--- src/rtl/core/slrr_pkg.sv ---
// Package for the serpentine LED rotation remap: coordinate type, grid constants
// and the row start table of the serpentine strip.
// Depends on nothing; used by serpentine_led_rotation_remap.
`default_nettype none

package slrr_pkg;

    // Grid coordinate: -1 and 11 mark the corner dots outside the grid.
    typedef logic signed [4:0] t_coord;

    localparam t_coord GRID_LAST   = 5'sd10;
    localparam t_coord OUTSIDE_LO  = -5'sd1;
    localparam t_coord OUTSIDE_HI  = 5'sd11;
    localparam t_coord GRID_CENTRE = 5'sd5;

    localparam logic [7:0] DOT_TOP_LEFT     = 8'd124;
    localparam logic [7:0] DOT_TOP_RIGHT    = 8'd123;
    localparam logic [7:0] DOT_BOTTOM_RIGHT = 8'd12;
    localparam logic [7:0] DOT_BOTTOM_LEFT  = 8'd0;
    localparam logic [7:0] LAST_GRID_LED    = 8'd122;

    // Rotation codes of the quarter_turns register, clockwise.
    localparam logic [1:0] ROT_NONE = 2'd0;
    localparam logic [1:0] ROT_90   = 2'd1;
    localparam logic [1:0] ROT_180  = 2'd2;
    localparam logic [1:0] ROT_270  = 2'd3;

    localparam int ROWS = 11;

    // First strip index of each row, counted from the bottom row.
    function automatic logic [7:0] row_start(input logic [3:0] rb);
        logic [7:0] s;
        case (rb)
            4'd0:    s = 8'd1;
            4'd1:    s = 8'd13;
            4'd2:    s = 8'd24;
            4'd3:    s = 8'd35;
            4'd4:    s = 8'd46;
            4'd5:    s = 8'd57;
            4'd6:    s = 8'd68;
            4'd7:    s = 8'd79;
            4'd8:    s = 8'd90;
            4'd9:    s = 8'd101;
            4'd10:   s = 8'd112;
            default: s = 8'd112;
        endcase
        return s;
    endfunction

    // Stage 1 result: row band found by comparison against the row starts.
    typedef struct packed {
        logic [1:0] q;
        logic [7:0] idx;
        logic [3:0] rb;
    } t_band;

    // Stage 2 and 3 result: grid place of the item.
    typedef struct packed {
        logic [1:0] q;
        logic [7:0] idx;
        t_coord     row;
        t_coord     col;
    } t_place;

endpackage

`default_nettype wire

--- src/rtl/core/serpentine_led_rotation_remap.sv ---
// Rotation remap for an 11x11 serpentine-wired LED grid with four corner dots.
// Throughput: one transaction per clock while the output is not stalled; a stall holds only the stages that are full.
// Reset (synchronous, active low) clears all stage valid bits and sets
// quarter_turns to 0 (no rotation). Depends on slrr_pkg.
`default_nettype none

module serpentine_led_rotation_remap
    import slrr_pkg::*;
(
    input  wire logic       i_clk,
    input  wire logic       i_rst_n,
    // Configuration write channel.
    input  wire logic       i_cfg_valid,
    output logic            o_cfg_ready,
    input  wire logic [1:0] i_quarter_turns,
    // Input channel.
    input  wire logic       i_valid,
    output logic            o_stall,
    input  wire logic [7:0] i_led_index,
    // Output channel.
    output logic            o_valid,
    input  wire logic       i_stall,
    output logic [7:0]      o_mapped_index
);

    // The pipeline has four register stages:
    //   1. band:  the row band (counted from the bottom) is found by comparing the
    //             index with every row start above the first at once.
    //   2. place: the offset within the row gives the row and column; the corner
    //             dots and out-of-grid indices get their fixed places.
    //   3. turn:  the place is rotated clockwise. The plain formulas also move the
    //             outside coordinates of the corner dots onto the rotated corners.
    //   4. out:   the rotated place is turned back into a strip index, or the
    //             original index is passed through when there is no rotation.
    // The rotation setting travels with each transaction, so the result always
    // uses the setting that was live when the index was accepted.
    // Each stage loads when it is empty or when the stage after it moves, so
    // bubbles are squeezed out and a stalled output holds without loss.

    logic [1:0] r_quarter_turns;

    assign o_cfg_ready = 1'b1;

    always_ff @(posedge i_clk) begin
        if (!i_rst_n) begin
            r_quarter_turns <= ROT_NONE;
        end else if (i_cfg_valid && o_cfg_ready) begin
            r_quarter_turns <= i_quarter_turns;
        end
    end

    // Stage enables, from the output back to the input.
    logic r_v1, r_v2, r_v3, r_vo;
    logic en1, en2, en3, eno;

    assign eno     = !r_vo || !i_stall;
    assign en3     = !r_v3 || eno;
    assign en2     = !r_v2 || en3;
    assign en1     = !r_v1 || en2;
    assign o_stall = !en1;
    assign o_valid = r_vo;

    always_ff @(posedge i_clk) begin
        if (!i_rst_n) begin
            r_v1 <= 1'b0;
            r_v2 <= 1'b0;
            r_v3 <= 1'b0;
            r_vo <= 1'b0;
        end else begin
            if (en1) begin
                r_v1 <= i_valid;
            end
            if (en2) begin
                r_v2 <= r_v1;
            end
            if (en3) begin
                r_v3 <= r_v2;
            end
            if (eno) begin
                r_vo <= r_v3;
            end
        end
    end

    // Stage 1: row band. The band is the number of row starts above the first
    // that the index has reached.
    t_band n_s1, r_s1;

    always_comb begin
        n_s1.q   = r_quarter_turns;
        n_s1.idx = i_led_index;
        n_s1.rb  = 4'd0;
        for (int k = 1; k < ROWS; k++) begin
            n_s1.rb = n_s1.rb + 4'(i_led_index >= row_start(4'(k)));
        end
    end

    always_ff @(posedge i_clk) begin
        if (en1) begin
            r_s1 <= n_s1;
        end
    end

    // Stage 2: grid place.
    t_place     n_s2, r_s2;
    logic [7:0] s2_off;
    logic [3:0] s2_pos;

    always_comb begin
        s2_off   = r_s1.idx - row_start(r_s1.rb);
        s2_pos   = s2_off[3:0];
        n_s2.q   = r_s1.q;
        n_s2.idx = r_s1.idx;
        n_s2.row = GRID_LAST - $signed({1'b0, r_s1.rb});
        n_s2.col = r_s1.rb[0] ? (GRID_LAST - $signed({1'b0, s2_pos}))
                              : $signed({1'b0, s2_pos});
        if (r_s1.idx == DOT_TOP_LEFT) begin
            n_s2.row = OUTSIDE_LO;
            n_s2.col = OUTSIDE_LO;
        end else if (r_s1.idx == DOT_TOP_RIGHT) begin
            n_s2.row = OUTSIDE_LO;
            n_s2.col = OUTSIDE_HI;
        end else if (r_s1.idx == DOT_BOTTOM_RIGHT) begin
            n_s2.row = OUTSIDE_HI;
            n_s2.col = OUTSIDE_HI;
        end else if (r_s1.idx == DOT_BOTTOM_LEFT) begin
            n_s2.row = OUTSIDE_HI;
            n_s2.col = OUTSIDE_LO;
        end else if (r_s1.idx > LAST_GRID_LED) begin
            // Any index beyond the grid and the dots stands for the centre cell.
            n_s2.row = GRID_CENTRE;
            n_s2.col = GRID_CENTRE;
        end
    end

    always_ff @(posedge i_clk) begin
        if (en2) begin
            r_s2 <= n_s2;
        end
    end

    // Stage 3: clockwise rotation by the number of quarter turns.
    t_place n_s3, r_s3;

    always_comb begin
        n_s3 = r_s2;
        case (r_s2.q)
            ROT_90: begin
                n_s3.row = r_s2.col;
                n_s3.col = GRID_LAST - r_s2.row;
            end
            ROT_180: begin
                n_s3.row = GRID_LAST - r_s2.row;
                n_s3.col = GRID_LAST - r_s2.col;
            end
            ROT_270: begin
                n_s3.row = GRID_LAST - r_s2.col;
                n_s3.col = r_s2.row;
            end
            default: begin
                n_s3 = r_s2;
            end
        endcase
    end

    always_ff @(posedge i_clk) begin
        if (en3) begin
            r_s3 <= n_s3;
        end
    end

    // Stage 4: back to a strip index.
    t_coord     s4_row, s4_col;
    logic [3:0] s4_rb, s4_cu;
    logic [7:0] s4_start, n_out, r_out;

    always_comb begin
        s4_row = r_s3.row;
        s4_col = r_s3.col;
        if (s4_row < 5'sd0) begin
            s4_row = 5'sd0;
        end
        if (s4_row > GRID_LAST) begin
            s4_row = GRID_LAST;
        end
        if (s4_col < 5'sd0) begin
            s4_col = 5'sd0;
        end
        if (s4_col > GRID_LAST) begin
            s4_col = GRID_LAST;
        end
        s4_rb    = 4'(unsigned'(GRID_LAST - s4_row));
        s4_cu    = 4'(unsigned'(s4_col));
        s4_start = row_start(s4_rb);
        n_out    = s4_rb[0] ? (s4_start + 8'd10 - {4'd0, s4_cu})
                            : (s4_start + {4'd0, s4_cu});
        if (r_s3.row == OUTSIDE_LO && r_s3.col == OUTSIDE_LO) begin
            n_out = DOT_TOP_LEFT;
        end else if (r_s3.row == OUTSIDE_LO && r_s3.col == OUTSIDE_HI) begin
            n_out = DOT_TOP_RIGHT;
        end else if (r_s3.row == OUTSIDE_HI && r_s3.col == OUTSIDE_HI) begin
            n_out = DOT_BOTTOM_RIGHT;
        end else if (r_s3.row == OUTSIDE_HI && r_s3.col == OUTSIDE_LO) begin
            n_out = DOT_BOTTOM_LEFT;
        end
        // Without rotation every index, even one beyond the grid, passes through.
        if (r_s3.q == ROT_NONE) begin
            n_out = r_s3.idx;
        end
    end

    always_ff @(posedge i_clk) begin
        if (eno) begin
            r_out <= n_out;
        end
    end

    assign o_mapped_index = r_out;

endmodule

`default_nettype wire
--- config.mk ---
export PLATFORM = sky130hd
export DESIGN_NAME = serpentine_led_rotation_remap
export DESIGN_NICKNAME = d
export VERILOG_FILES = /design/src/rtl/core/slrr_pkg.sv /design/src/rtl/core/serpentine_led_rotation_remap.sv
export SDC_FILE = /design/constraint.sdc
export NUM_CORES = 1
export LEC_CHECK = 0
export BUFFER_PORTS_ARGS = -buffer_cell sky130_fd_sc_hd__buf_2
export CAP_MARGIN = 0
export CORE_MARGIN = 2
export CORE_UTILIZATION = 38
export CTS_CLUSTER_SIZE = 14
export DETAILED_ROUTE_END_ITERATION = 16
export SLEW_MARGIN = 25
export SYNTH_ARGS = -nofsm -noshare
export SYNTH_HDL_FRONTEND = slang
export SYNTH_SLANG_ARGS = --single-unit
--- constraint.sdc ---
create_clock -name i_clk -period 4.1 [get_ports i_clk]
set_input_delay 0.205 -clock i_clk [delete_from_list [all_inputs] [get_ports i_clk]]
set_output_delay 0.205 -clock i_clk [all_outputs]
set_load 0.01 [all_outputs]
==> key figures, run 1 <==
Run status
  • Status: finished with violations
  • Failing checks: DRC

Worst hold path
  • Hold Crit Start: i_valid
  • Hold WC Path Type: in2reg
  • Min-Delay Endpoint: r_v1
  • Hold depth: 2

Clocking
  • CTS Buffer Depth: 2
  • Root Driver: clkbuf_16
  • TritonCTS Buffers: 9
  • CTS H-tree depth: 3
  • Clk_lat worst skew: 0.33 ns
  • Clk pin slew, worst setup/hold paths: 0.06 ns
  • CTS tree: done
  • Hold Buf Count CTS: 0
  • Clk sinks: 72

Routing
  • Post-DR wirelength/cell: 13.9 um
  • Drt drc: 1
  • Pre-antenna DRT Iters: 10
  • WL final: 8560 um
  • First-iteration detailed-routing DRC count: 117
  • Antenna viol nets, final: 0
  • Routed vias: 3228
  • Vias/cell: 5.22

Critical path
  • Worst Reg2Reg Path Length in Cells: 17
  • Worst setup EP type: register
  • CP startpoint kind: input pin
  • CP peak stage delay: 0.54 ns
  • Reg-to-Reg End: o_mapped_index[6]
  • Largest delay contributor family on the critical path: adder cells
  • Crit-path cells: buf_2 > or2_2 > a211oi_2 > fa_1 > fa_1 > inv_1 > fa_1 > ha_1 > inv_1 > fa_1 > nand2_1 > o21ai_0 > inv_1 > ha_1 > mux2_2 > o22ai_1
  • Data arrival, critical path: 4.16 ns
  • Flop2flop setup slack: 0.28 ns
  • FF-to-FF Start: r_s3[7]
  • CP Class: in2reg
  • Critical path's slowest cell: fa_1
  • Crit-path max FO: 4
  • Cell repeated most along the worst path: fa_1
  • Req. time, crit path: 4.35 ns
  • Buf/Inv on CP: 4

Placed design
  • Post-detail-place hpwl: 6700 um
  • # placed instances: 599
  • Port bufs: 24
  • Gpl congestion: 0.881

Timing
  • Final Skew: 0.00813 ns
  • Final setup vio count: 0
  • Tmin final: 3.91 ns
  • Slew Limit Headroom: 49.1%
  • Fin crit share: 95.4%
  • Pins over their slew limit: 0
  • Endpoints failing hold: 0
  • Worst-margin pin slew: 0.761 ns
  • Max Fclk: 0.256 GHz

Die
  • Die Wd: 113 um
  • I/O Pins: 26
  • Initial core utilization: 39.4%
  • Die area: 12800 um2
  • Die Height: 113 um
  • Std cell rows: 39
  • Core area: 11500 um2

Global routing
  • Largest net degree at the start of global routing: 21
  • Number of global-route vias before repair: 3106
  • Antenna violations before repair: 0
  • Gr ovfl total: 0
  • First-pass GRT wire length: 14600 um
  • GR Util All Layers: 14.1%

Layout
  • Area grow syn2layout: 14.8%
  • Nets@finish: 528
  • Layout Cells excl Fill: 618
  • ANT cells: 0
  • Commonest cells after routing, fill and taps aside: edfxtp_1, nand2_1, a21oi_1, ha_1, inv_1
  • Layout cell share with drive strength beyond 1: 16.4%
  • Filler Cell Count: 1064
  • Commonest non-fill, non-tap cell in the layout: edfxtp_1
  • Post-layout util: 45.2%

Logic synthesis
  • Ys Warns: 0
  • Syn Area/Cell: 10.5 um2
  • Async set-reset flop share out of synthesis: 0%
  • Syn Inst Count: 431
  • EDFF count, synth: 62
  • Post-Syn Nets: 489
  • Synth unique cells: 60
  • Area of the mapped netlist: 4540 um2
  • Sequential element share of the synthesized area: 45.4%
  • Synth Flop Type: edfxtp_1
  • #FFs+latches synth: 72

Flow run
  • Max-Cap Viols: 0
[cell usage after synthesis, drive strengths merged, types with 7 or more instances]
cell type / number / area (um2)
a211oi: 8 / 60.1
a21oi: 34 / 174
dfxtp: 10 / 200
edfxtp: 62 / 1860
fa: 9 / 180
ha: 34 / 425
inv: 32 / 120
mux2i: 12 / 120
nand2: 35 / 134
nand3: 9 / 50.1
nor2: 27 / 104
nor2b: 8 / 50.1
o21ai: 33 / 169
or2: 7 / 43.8
xnor2: 12 / 105
xor2: 13 / 114
[how the worst max path moves through the flow]
stage,from,endpoint,depth (start not counted),slack (ns)
detailed placement,i_led_index[6],register,16,-0.23
CTS,r_s3[8],o_mapped_index[7],16,0.06
floorplan,i_led_index[6],register,15,0.11
finish,i_led_index[6],register,16,0.19
global route,r_s3[7],o_mapped_index[6],17,-0.004
global placement,i_led_index[6],register,16,-0.09
[worst reg2reg max path, stage by stage (launching register included)]
cell	delay (ns)
edfxtp_1	0.42
a21oi_1	0.12
or2_2	0.33
inv_2	0.11
ha_2	0.26
xnor2_4	0.12
buf_4	0.17
nand2_1	0.05
a21oi_1	0.05
a31o_2	0.23
ha_1	0.21
fa_1	0.41
nor2b_1	0.15
o21ai_0	0.17
nand2b_1	0.15
and3_1	0.20
or3_1	0.36
a31oi_1	0.17
[through the flow]
stage	hold slack, ns	worst slack [ns]	TNS, ns	area, um2
3_5_place_dp	0.405	-0.227	-0.528	4860
6_report	0.0876	0.190	0	5210
2_1_floorplan	0.304	0.109	0	4540
5_1_grt	0.0934	-0.00427	-0.00427	5210
4_1_cts	0.0816	0.0646	0	5170
3_3_place_gp	0.404	-0.0909	-0.0909	4860
[logic make-up after synthesis]
logic type / after synthesis / share of synthesized area [%]
muxes: 16 / 3.64
AOI/OAI and AO/OA: 117 / 16.0
other: 1 / 0.0827
buffers and inverters: 41 / 3.72
xor gates and xnor gates: 25 / 4.83
and+or+nand+nor: 116 / 12.9
adders and majority gates: 43 / 13.3
DFF: 72 / 45.4
[per-layer routing]
metal | part of all wire, % | track usage, % | vias up
li1 | - | - | 1640
met1 | 43 | 16.9 | 1505
met2 | 52 | 25.0 | 70
met3 | 3.4 | 2.84 | 13
met4 | 2.3 | 5.45 | 0
met5 | 0 | 0 | -
[what timing repair did]
action | CTS | global route
gates resized for setup | 1 | 5
setup buffers | 0 | 3
setup endpoints to repair | 1 | 7
[sequential cells by signal (all words and copies together) (netlist names), 2 cells and up, named ones only]
name,cells
r_s3,20
n_s2,10
n_s3,10
r_s2,10
o_mapped_index,8
r_s1,4
r_quarter_turns,2
[area by class of cell]
type	instances	area [um2]	share of cell area, %
clock buffers	10	229	4.40
clock inverters	6	67.6	1.30
inverters	32	120	2.31
multi-input cells	318	2330	44.8
flip-flops and latches	72	2060	39.6
well taps	143	179	3.44
repair buffers	37	218	4.18
Power of run 1 is left out: the tool's default activity adds up to more than one toggle a clock period on the data nets, which glitch-free logic cannot reach.
==> run 2, diff against run 1 <==
CTS_CLUSTER_DIAMETER = 50   (was default)
clock period = 3.8 ns   (was 4.1 ns; I/O delays follow)
==> key figures, run 2 (synthesis gave the netlist of run 1 again) <==
Critical path
  • Buf/Inv on CP: 6 (+2)
  • Largest delay contributor family on the critical path: compound AO/OA/AOI/OAI gates
  • CP Class: reg2reg
  • Reg-to-Reg End: o_mapped_index[3]
  • FF-to-FF Start: r_s3[7]
  • CP startpoint kind: register
  • Req. time, crit path: 3.89 ns (-0.46 ns)
  • Flop2flop setup slack: 0.20 ns (-0.08 ns)
  • Cell repeated most along the worst path: buf_4
  • Crit-path cells: a21oi_2 > or2_4 > inv_2 > ha_4 > xnor2_4 > buf_4 > buf_4 > nand2_1 > a21oi_1 > a31o_2 > inv_1 > ha_2 > inv_1 > ha_2 > fa_2 > buf_4 > xnor2_1 > nor2_1 > a21oi_1 > o221ai_1 > o21a_1
  • Worst Reg2Reg Path Length in Cells: 21 (+4)
  • Worst setup EP type: register
  • Crit-path max FO: 5 (+1)
  • CP peak stage delay: 0.45 ns (-0.09 ns)
  • Critical path's slowest cell: edfxtp_1
  • Data arrival, critical path: 3.68 ns (-0.48 ns)

Routing
  • WL final: 8790 um (+2.6%)
  • Routed vias: 3291 (+2.0%)
  • Vias/cell: 5.12 (-2.0%)
  • Drt drc: 1 (unchanged)
  • First-iteration detailed-routing DRC count: 112 (-4.3%)
  • Post-DR wirelength/cell: 13.7 um (-1.4%)
  • Antenna viol nets, final: 0 (unchanged)
  • Pre-antenna DRT Iters: 10 (unchanged)

Timing
  • Pins over their slew limit: 0 (unchanged)
  • Fin crit share: 94.6%
  • Worst-margin pin slew: 0.775 ns (+0.0135 ns)
  • Tmin final: 3.60 ns
  • Endpoints failing hold: 0 (unchanged)
  • Final setup vio count: 0 (unchanged)
  • Max Fclk: 0.278 GHz
  • Final Skew: 0.0102 ns (+0.00204 ns)
  • Slew Limit Headroom: 48.2% (-0.90 points)

Clocking
  • TritonCTS Buffers: 9 (unchanged)
  • Root Driver: clkbuf_16
  • Clk pin slew, worst setup/hold paths: 0.06 ns (about the same)
  • CTS Buffer Depth: 2 (unchanged)
  • Clk_lat worst skew: 0.33 ns (about the same)
  • CTS H-tree depth: 3 (unchanged)
  • Clk sinks: 72 (unchanged)
  • CTS tree: done

Run status
  • Status: finished with violations
  • Failing checks: DRC

Die
  • Std cell rows: 39 (unchanged)
  • Die area: 12800 um2 (unchanged)
  • Initial core utilization: 39.4% (unchanged)
  • Core area: 11500 um2 (unchanged)
  • Die Wd: 113 um (unchanged)
  • I/O Pins: 26 (unchanged)
  • Die Height: 113 um (unchanged)

Flow run
  • Max-Cap Viols: 0 (unchanged)

Worst hold path
  • Min-Delay Endpoint: r_v1
  • Hold WC Path Type: in2reg
  • Hold Crit Start: i_valid
  • Hold depth: 2 (unchanged)

Global routing
  • GR Util met1: 17.0% (+0.15 points)
  • Antenna violations before repair: 0 (unchanged)
  • GR Util All Layers: 14.6% (+0.52 points)
  • Number of global-route vias before repair: 3309 (+6.5%)
  • First-pass GRT wire length: 15200 um (+4.1%)
  • GR Util met2: 26.8% (+1.8 points)
  • GR peak layer: met2
  • GRT met3 Usage: 2.68% (-0.16 points)
  • Gr ovfl total: 0 (unchanged)
  • Largest net degree at the start of global routing: 21 (unchanged)

Layout
  • Max FFs per register: 20 (unchanged)
  • Biggest register: r_s3
  • Area grow syn2layout: 21.4%
  • Filler Cell Count: 1075 (+1.0%)
  • Layout cell share with drive strength beyond 1: 24.8% (+8.4 points)
  • ANT cells: 0 (unchanged)
  • Design Area, Final: 5510 um2 (+5.7%)
  • Commonest cells after routing, fill and taps aside: edfxtp_1, buf_4, nand2_1
  • Nets@finish: 553 (+4.7%)
  • Commonest non-fill, non-tap cell in the layout: edfxtp_1

Placed design
  • Post-detail-place hpwl: 6880 um (+2.5%)
  • Dpl cell area: 5040 um2 (+3.8%)
  • Port bufs: 24 (unchanged)
  • Gpl congestion: 0.813 (-7.8%)
[run 2: cell count changes in the layout (fill, tap and decap cells not counted), sizes merged]
| cell | change |
|---|---|
| buf | +25 |
| clkinv | -2 |
| bufinv | +1 |
| clkinvlp | +1 |
[run 2: worst max-delay path by stage]
stage | start | end | cells past startpoint | slack (ns)
finish | r_s3[7] | o_mapped_index[3] | 21 | 0.20
global route | r_s3[7] | o_mapped_index[3] | 21 | -0.008
CTS | r_s3[7] | o_mapped_index[6] | 18 | 0.01
detailed placement | i_led_index[6] | register | 16 | -0.22
global placement | i_led_index[6] | register | 16 | -0.18
floorplan | r_s3[7] | o_mapped_index[7] | 17 | 0.01
[run 2: final cells by class]
type / count / area, um2 / area share [%]
Timing Repair Buffer: 62 / 405 / 7.36
Tap cell: 143 / 179 / 3.25
Inverter: 32 / 120 / 2.18
Clock buffer: 10 / 229 / 4.16
Sequential cell: 72 / 2060 / 37.4
Clock inverter: 6 / 92.6 / 1.68
Multi-Input combinational cell: 318 / 2420 / 43.9
[run 2: layer usage]
metal,wire length [um],part of all wire [%]
met5,0,0
met4,133,1.5
met3,201,2.3
met1,3810,43
met2,4640,53
[run 2: repair_timing]
item / CTS / global route
pin swaps: 0 / 14
buffers inserted: 0 / 6
gates cloned: 0 / 0
setup endpoints to repair: 2 / 7
hold buffers: 0 / 0
hold endpoints to repair: 0 / 0
resized for setup: 2 / 25
[run 2: metrics by stage]
stage	setup slack, ns	util [%]	setup TNS, ns	std cells	hold slack (ns)
detailed placement	-0.219	43.8	-0.565	621	0.402
floorplan	0.0102	-	0	431	0.289
global route	-0.00814	47.8	-0.00814	643	0.0860
global placement	-0.176	43.8	-0.337	621	0.399
finish	0.204	47.8	0	643	0.0670
CTS	0.0108	46.7	0	637	0.0590
Power of run 2 is left out for the same reason.
==> run 3, diff against run 2 <==
==> constraint.sdc (replaced) <==
create_clock -name i_clk -period 3.8 [get_ports i_clk]
set_input_delay 0.76 -clock i_clk [delete_from_list [all_inputs] [get_ports i_clk]]
set_output_delay 0.76 -clock i_clk [all_outputs]
set_load 0.01 [all_outputs]
==> key figures, run 3 (synthesis gave the netlist of run 1 again) <==
Critical path
  • CP startpoint kind: input pin
  • Req. time, crit path: 4.06 ns (+0.17 ns)
  • Data arrival, critical path: 4.36 ns (+0.68 ns)
  • Crit-path max FO: 4 (-1)
  • CP Class: in2reg
  • Worst Reg2Reg Path Length in Cells: 17 (-19%)
  • Worst setup EP type: register

Run status
  • Failing checks: DRC, setup timing
  • Status: finished with violations

Routing
  • Routed vias: 3329 (+1.2%)
  • Drt drc: 2 (+1)
  • First-iteration detailed-routing DRC count: 150 (+34%)
  • Antenna viol nets, final: 0 (unchanged)
  • Pre-antenna DRT Iters: 10 (unchanged)
  • Vias/cell: 5.10 (-0.39%)
  • Post-DR wirelength/cell: 13.6 um (-0.65%)
  • WL final: 8870 um (+0.90%)

Clocking
  • CTS H-tree depth: 3 (unchanged)
  • Clk sinks: 72 (unchanged)
  • Clk_lat worst skew: 0.33 ns (about the same)
  • TritonCTS Buffers: 9 (unchanged)
  • CTS Buffer Depth: 2 (unchanged)
  • Hold Buf Count CTS: 0 (unchanged)
  • Root Driver: clkbuf_16
  • Clk pin slew, worst setup/hold paths: 0.06 ns (about the same)
  • CTS tree: done

Global routing
  • Antenna violations before repair: 0 (unchanged)
  • Number of global-route vias before repair: 3327 (+0.54%)
  • Largest net degree at the start of global routing: 21 (unchanged)
  • First-pass GRT wire length: 15000 um (-1.2%)
  • Gr ovfl total: 0 (unchanged)
  • GR Util All Layers: 14.5% (-0.18 points)

Die
  • Die Wd: 113 um (unchanged)
  • I/O Pins: 26 (unchanged)
  • Std cell rows: 39 (unchanged)
  • Core area: 11500 um2 (unchanged)
  • Initial core utilization: 39.4% (unchanged)
  • Die Height: 113 um (unchanged)
  • Die area: 12800 um2 (unchanged)

Timing
  • Fin Setup TNS: -1.00 ns (-1.00 ns)
  • Endpoints failing hold: 0 (unchanged)
  • RSZ-0062 raised after global routing: yes
  • Pins over their slew limit: 0 (unchanged)
  • Final Skew: 0.00507 ns (-0.00510 ns)
  • Tmin final: 4.10 ns (+0.506 ns)
  • Fin crit share: 108% (+13 points)
  • Max Fclk: 0.244 GHz (-12%)
  • Slew Limit Headroom: 48.5% (+0.26 points)
  • Final setup vio count: 4 (+4)
  • Post-route setup slack: -0.302 ns (-0.506 ns)
  • Worst-margin pin slew: 0.771 ns (-0.00384 ns)

Layout
  • Max FFs per register: 20 (unchanged)
  • Nets@finish: 563 (+1.8%)
  • ANT cells: 0 (unchanged)
  • Layout Cells excl Fill: 653 (+1.6%)
  • Area grow syn2layout: 24.5%
  • Commonest cells after routing, fill and taps aside: edfxtp_1, buf_4, nand2_1
  • Layout cell share with drive strength beyond 1: 27.8% (+3.0 points)
  • Biggest register: r_s3
  • Commonest non-fill, non-tap cell in the layout: edfxtp_1
  • Design Area, Final: 5650 um2 (+2.6%)

Worst hold path
  • Hold depth: 0 (-2)
  • Hold WC Path Type: reg2reg

Placed design
  • Dpl cell area: 5120 um2 (+1.4%)
  • Port bufs: 24 (unchanged)
  • Gpl congestion: 0.857 (+5.5%)
  • Post-detail-place hpwl: 6840 um (-0.46%)
  • # placed instances: 628 (+1.1%)

Flow run
  • Max-Cap Viols: 0 (unchanged)
==> run 3: cell count changes in the layout (fill, tap and decap cells not counted), moves of 3 or more <==
| cell | change |
|---|---|
| ha_4 | +3 |
| buf_4 | +11 |
| nor2_1 | -3 |
| buf_2 | -3 |
==> run 3: layout make-up <==
class / count / area [um2]
tap: 143 / 179
multi-input combinational: 318 / 2490
timing repair buffer: 72 / 503
clock buffer: 10 / 229
inverter: 32 / 120
sequential: 72 / 2060
fill: 1078 / 5870
clock inverter: 6 / 67.6
==> run 3: path summary, 6_finish.rpt <==
kind / startpoint / endpoint / slack (ns)
hold / removal: n_s3[11] / r_s3[11] / 0.42
hold reg to reg: n_s3[11] / r_s3[11] / 0.42
setup reg to reg: r_s3[8] / o_mapped_index[6] / 0.21
setup / recovery: i_led_index[1] / register / -0.30
==> run 3: what timing repair did <==
action,4_1_cts,5_1_grt
pin swaps,8,14
gates resized for setup,9,30
buffers inserted,2,8
setup endpoints to repair,4,10
==> run 3: worst max-delay path, cell delays in order <==
cell	delay [ns]
buf_8	0.10
o211ai_1	0.16
nand2_1	0.09
a21oi_2	0.16
fa_1	0.46
fa_1	0.55
inv_1	0.05
fa_1	0.49
ha_2	0.19
inv_2	0.04
fa_1	0.51
nand2_2	0.08
o21ai_4	0.12
ha_1	0.19
inv_1	0.06
mux2_2	0.26
o22ai_2	0.08
==> run 3: routing by layer <==
metal / up-vias / track usage [%] / wire (um)
met3: 16 / 3.16 / 221
met1: 1558 / 17.1 / 3910
met4: 0 / 4.96 / 180
li1: 1712 / - / -
met5: - / 0 / 0
met2: 43 / 25.9 / 4550
==> run 3: stage by stage <==
step	hold WS, ns	worst slack, ns	utilization (%)
after CTS	0.414	-0.341	47.4
after global placement	0.402	-0.630	44.4
after global routing	0.417	-0.536	49.1
after floorplan	0.400	-0.422	-
final	0.416	-0.302	49.1
after detailed placement	0.405	-0.738	44.4
Power of run 3 is left out for the same reason.
